--- config.mk ---
export PLATFORM = sky130hd
export DESIGN_NAME = wcl_ram
export DESIGN_NICKNAME = d
export VERILOG_FILES = /design/src/design/wcl_ram.sv
export SDC_FILE = /design/constraint.sdc
export NUM_CORES = 1
export LEC_CHECK = 0
export BUFFER_PORTS_ARGS = -buffer_cell sky130_fd_sc_hd__buf_2
export CORE_ASPECT_RATIO = 2
export CORE_MARGIN = 3
export CORE_UTILIZATION = 54
export DETAILED_ROUTE_END_ITERATION = 12
export GPL_ROUTABILITY_DRIVEN = 1
export PLACE_DENSITY = 0.81
export SKIP_CTS_REPAIR_TIMING = 1
export SYNTH_ARGS = -nofsm -noshare
export SYNTH_HDL_FRONTEND = slang
export SYNTH_SLANG_ARGS = --single-unit
--- constraint.sdc ---
create_clock -name clk -period 1.5 [get_ports clk]
set_input_delay 0.15 -clock clk [delete_from_list [all_inputs] [get_ports clk]]
set_output_delay 0.15 -clock clk [all_outputs]
set_load 0.01 [all_outputs]
--- src/design/wcl_ram.sv ---
// generic single write, single read ram with registered read data
// no dependencies
`default_nettype none
module wcl_ram #(
  parameter int WIDTH = 8,
  parameter int DEPTH = 16
) (
  input  wire logic                     clk,
  input  wire logic                     we,
  input  wire logic [$clog2(DEPTH)-1:0] waddr,
  input  wire logic [WIDTH-1:0]         wdata,
  input  wire logic [$clog2(DEPTH)-1:0] raddr,
  output logic      [WIDTH-1:0]         rdata
);

  logic [WIDTH-1:0] mem [DEPTH];

  // write port and registered read port
  always_ff @(posedge clk) begin
    if (we) begin
      mem[waddr] <= wdata;
    end
    rdata <= mem[raddr];
  end

endmodule
`default_nettype wire

==> results list <==
- edfxtp_1 is the most common cell in the netlist.
- The longest clock path from root to sink contains 2 buffers.
* Post-Syn Nets: 247
* Max Fclk: 0.737 GHz
- Placed wire-length estimate: between 6 and 7 mm
* Startpoint class of the critical path: register
- Synthesis warning total: 0
- Actual transition at the worst max-transition pin: between 0.3 and 0.4 ns
- Top cell types by occurrence after synthesis: edfxtp_1, mux4_2, a22oi_1
- Data arrives at the worst endpoint at roughly 1.6 ns.
- Summing all flip-flop and latch instances after layout gives ~4000 um^2.
- Effective utilization at floorplan: between 50% and 60%
- After detailed routing, the total wire length is ~9.5 mm.
- Via count of the first global-routing pass: between 2000 and 3000
* Cell type with the largest total area after synthesis: edfxtp_1
* Yosys top cell area share: about three quarters
- Worst-path cell chain: mux4_1 -> a22oi_1 -> nand2_1
- Setup violations remaining at the end of the flow were counted as 0.
* Clock-pin slew on the worst setup and hold paths: about 0.060 ns
* Post-route ant nets: 0
- Total clock sinks: ~140
- Fin crit period: approximately 1.4 ns
* Post-synthesis sequential element count: approximately 140
* Layout cells sized above 1: approximately 33%
- Post-synthesis to final-layout area growth: 18.9%
- Fillers: 562
- Total GRT Usage: 20.1%
- Num rows: between 40 and 50
* Max H-tree Level: 4
* Period utilization: approximately 90%
- Across all layers, the routed design uses 2399 vias.
- The final layout contains about 310 nets.
- Power density over cell area: 1430 nW/um^2
- Together, buffers and inverters on the worst path number 0.
- For this run, asynchronously set or reset flops after synthesis account for 0%.
- Across all setup checks in the final design, the least slack found is 0.144 ns.
- Across the routed clock network, the largest skew measured is approximately 0.0048 ns.
- Run status: finished, final reports clean
* Synthesized area per cell: 22.5 um^2
* Count of boundary I/O pins: 26
* Final Hold Viols: 0
- The worst setup path is of the register to register kind.
* Vert. Die Dim: 144 um
* GPL Wtd Cong: between 0.8 and 0.9
- WL per Instance: around 23 um
* Number of antenna diodes: 0
- Before CTS, the worst setup slack after placement is -0.0513 ns.
- Among all flip-flop cells after synthesis, the most frequent one is edfxtp_1.
- Floorplan core area: between 9000 and 10000 um^2
- Maximum Capacitance Violations: 0
- Leakage power figure: about 2.1 nW
* Min Hold Slack: ~0.12 ns
- Global route overflow: 0
- DIE WIDTH: between 70 and 80 um
- Clock tree from TritonCTS: done
- Buffer type at the clock tree root: clkbuf_16
* Largest net degree at the start of global routing: 33
* Top fanout value on the critical path: 1
- After technology mapping, the gate count stands at 229.
- Post-Synthesis Cell Area: a little over 5000 um^2
- After detailed routing, the number of remaining DRC violations is 0.
- In this run the tightest slew margin relative to its limit is 75.2%.
* First-pass iteration count of the detailed router: 6
* Max-slew violation count: 0
- Worst skew pair latency: about 0.41 ns
- The share of the Yosys chip area taken by registers is approximately 78%.
- Starting DRC count in detailed routing: 188
- Number of enable-type register cells in the synthesized netlist: roughly 130
* VDD IR-drop max: ~0.0013 V
- Required time of the critical path: 1.78 ns
- The floorplan step defined a die boundary enclosing approximately 11000 um^2.
- Via density per instance: 5.95
- The worst setup path is captured at a register.
* Crit path max-delay family: multiplexers
- Critical path's largest stage delay: 0.53 ns
- Number of antenna violations at the first check in global routing: 0
- The tightest min-delay check is of the input pin to register type.
- Number of distinct library cells after synthesis: 19
- The first global-routing pass estimated around 15 mm of wire.
- By area the synthesized netlist is led by edfxtp_1, mux4_2, mux4_1, dfxtp_1, a22oi_1.
* Slowest cell on the critical path: mux4_1
- For the final routed database, the setup TNS stands at 0 ns.
* Area of combinational cells with multiple inputs: between 1000 and 1500 um^2
- Buffers placed on the I/O ports in this run total 25.
- TritonCTS created 17 clock buffers.
- Unrepaired setup endpoints after global routing: no
-- worst paths after layout --
path	startpoint	slack (ns)	end	depth (start not counted)
min	wdata[5]	0.12	mem[7][5]$_DFFE_PP_	1
max	mem[4][1]$_DFFE_PP_	0.14	rdata[1]$_DFF_P_	3
max reg2reg	mem[4][1]$_DFFE_PP_	0.14	rdata[1]$_DFF_P_	3
min reg2reg	mem[14][5]$_DFFE_PP_	0.67	rdata[5]$_DFF_P_	3
-- flip-flops by register name (all words and copies together), names as in the netlist --
signal,flops
rdata,8
mem,128
-- logic make-up after synthesis --
family	count (synthesis)	share of synthesized area (%)
flip-flops	136	77.8
AND/OR/NAND/NOR	35	3.18
multiplexers	32	15.0
AO/OA/AOI/OAI	16	2.33
buffers and inverters	10	1.68
-- final cells by class --
| type | instances | share of cell area [%] |
|---|---|---|
| clock buffer | 20 | 7.14 |
| multi-input combinational | 83 | 17.4 |
| tap | 102 | 2.09 |
| sequential | 136 | 65.4 |
| clock inverter | 12 | 2.45 |
| timing repair buffer | 50 | 5.52 |
-- power by group --
group	total (W)	internal, W	switching, W
clock network	0.00407	0.00261	0.00146
logic	0.000400	0.000179	0.000221
registers	0.00427	0.00425	0.0000239
-- per-stage QoR --
stage                     instance area (um^2)  cells  power (W)  util (%)
after floorplan                           5150    229    0.00457         -
after global placement                    5530    371    0.00474      60.6
after detailed placement                  5530    371    0.00476      60.6
after CTS                                 6120    403    0.00881      67.0
after global routing                      6120    403    0.00901      67.0
final                                     6120    403    0.00875      67.0
-- routing by layer --
metal | routed length (um) | global-route usage, %
met5 | 0 | 0
met4 | 261 | 8.16
met3 | 418 | 6.54
met2 | 5150 | 32.9
met1 | 3640 | 24.3
-- cells in the final DEF, fill, tap and decap left out, drive strengths merged --
| cell type | instances |
|---|---|
| a22oi | 16 |
| and2 | 1 |
| and2b | 1 |
| buf | 50 |
| bufinv | 3 |
| clkbuf | 20 |
| clkinv | 5 |
| clkinvlp | 2 |
| dfxtp | 8 |
| edfxtp | 128 |
| inv | 2 |
| mux4 | 32 |
| nand2 | 9 |
| nand2b | 2 |
| nand3 | 1 |
| nand3b | 2 |
| nor2 | 13 |
| nor2b | 1 |
| nor3 | 4 |
| or3b | 1 |
Power figures use the tool's default switching activity.
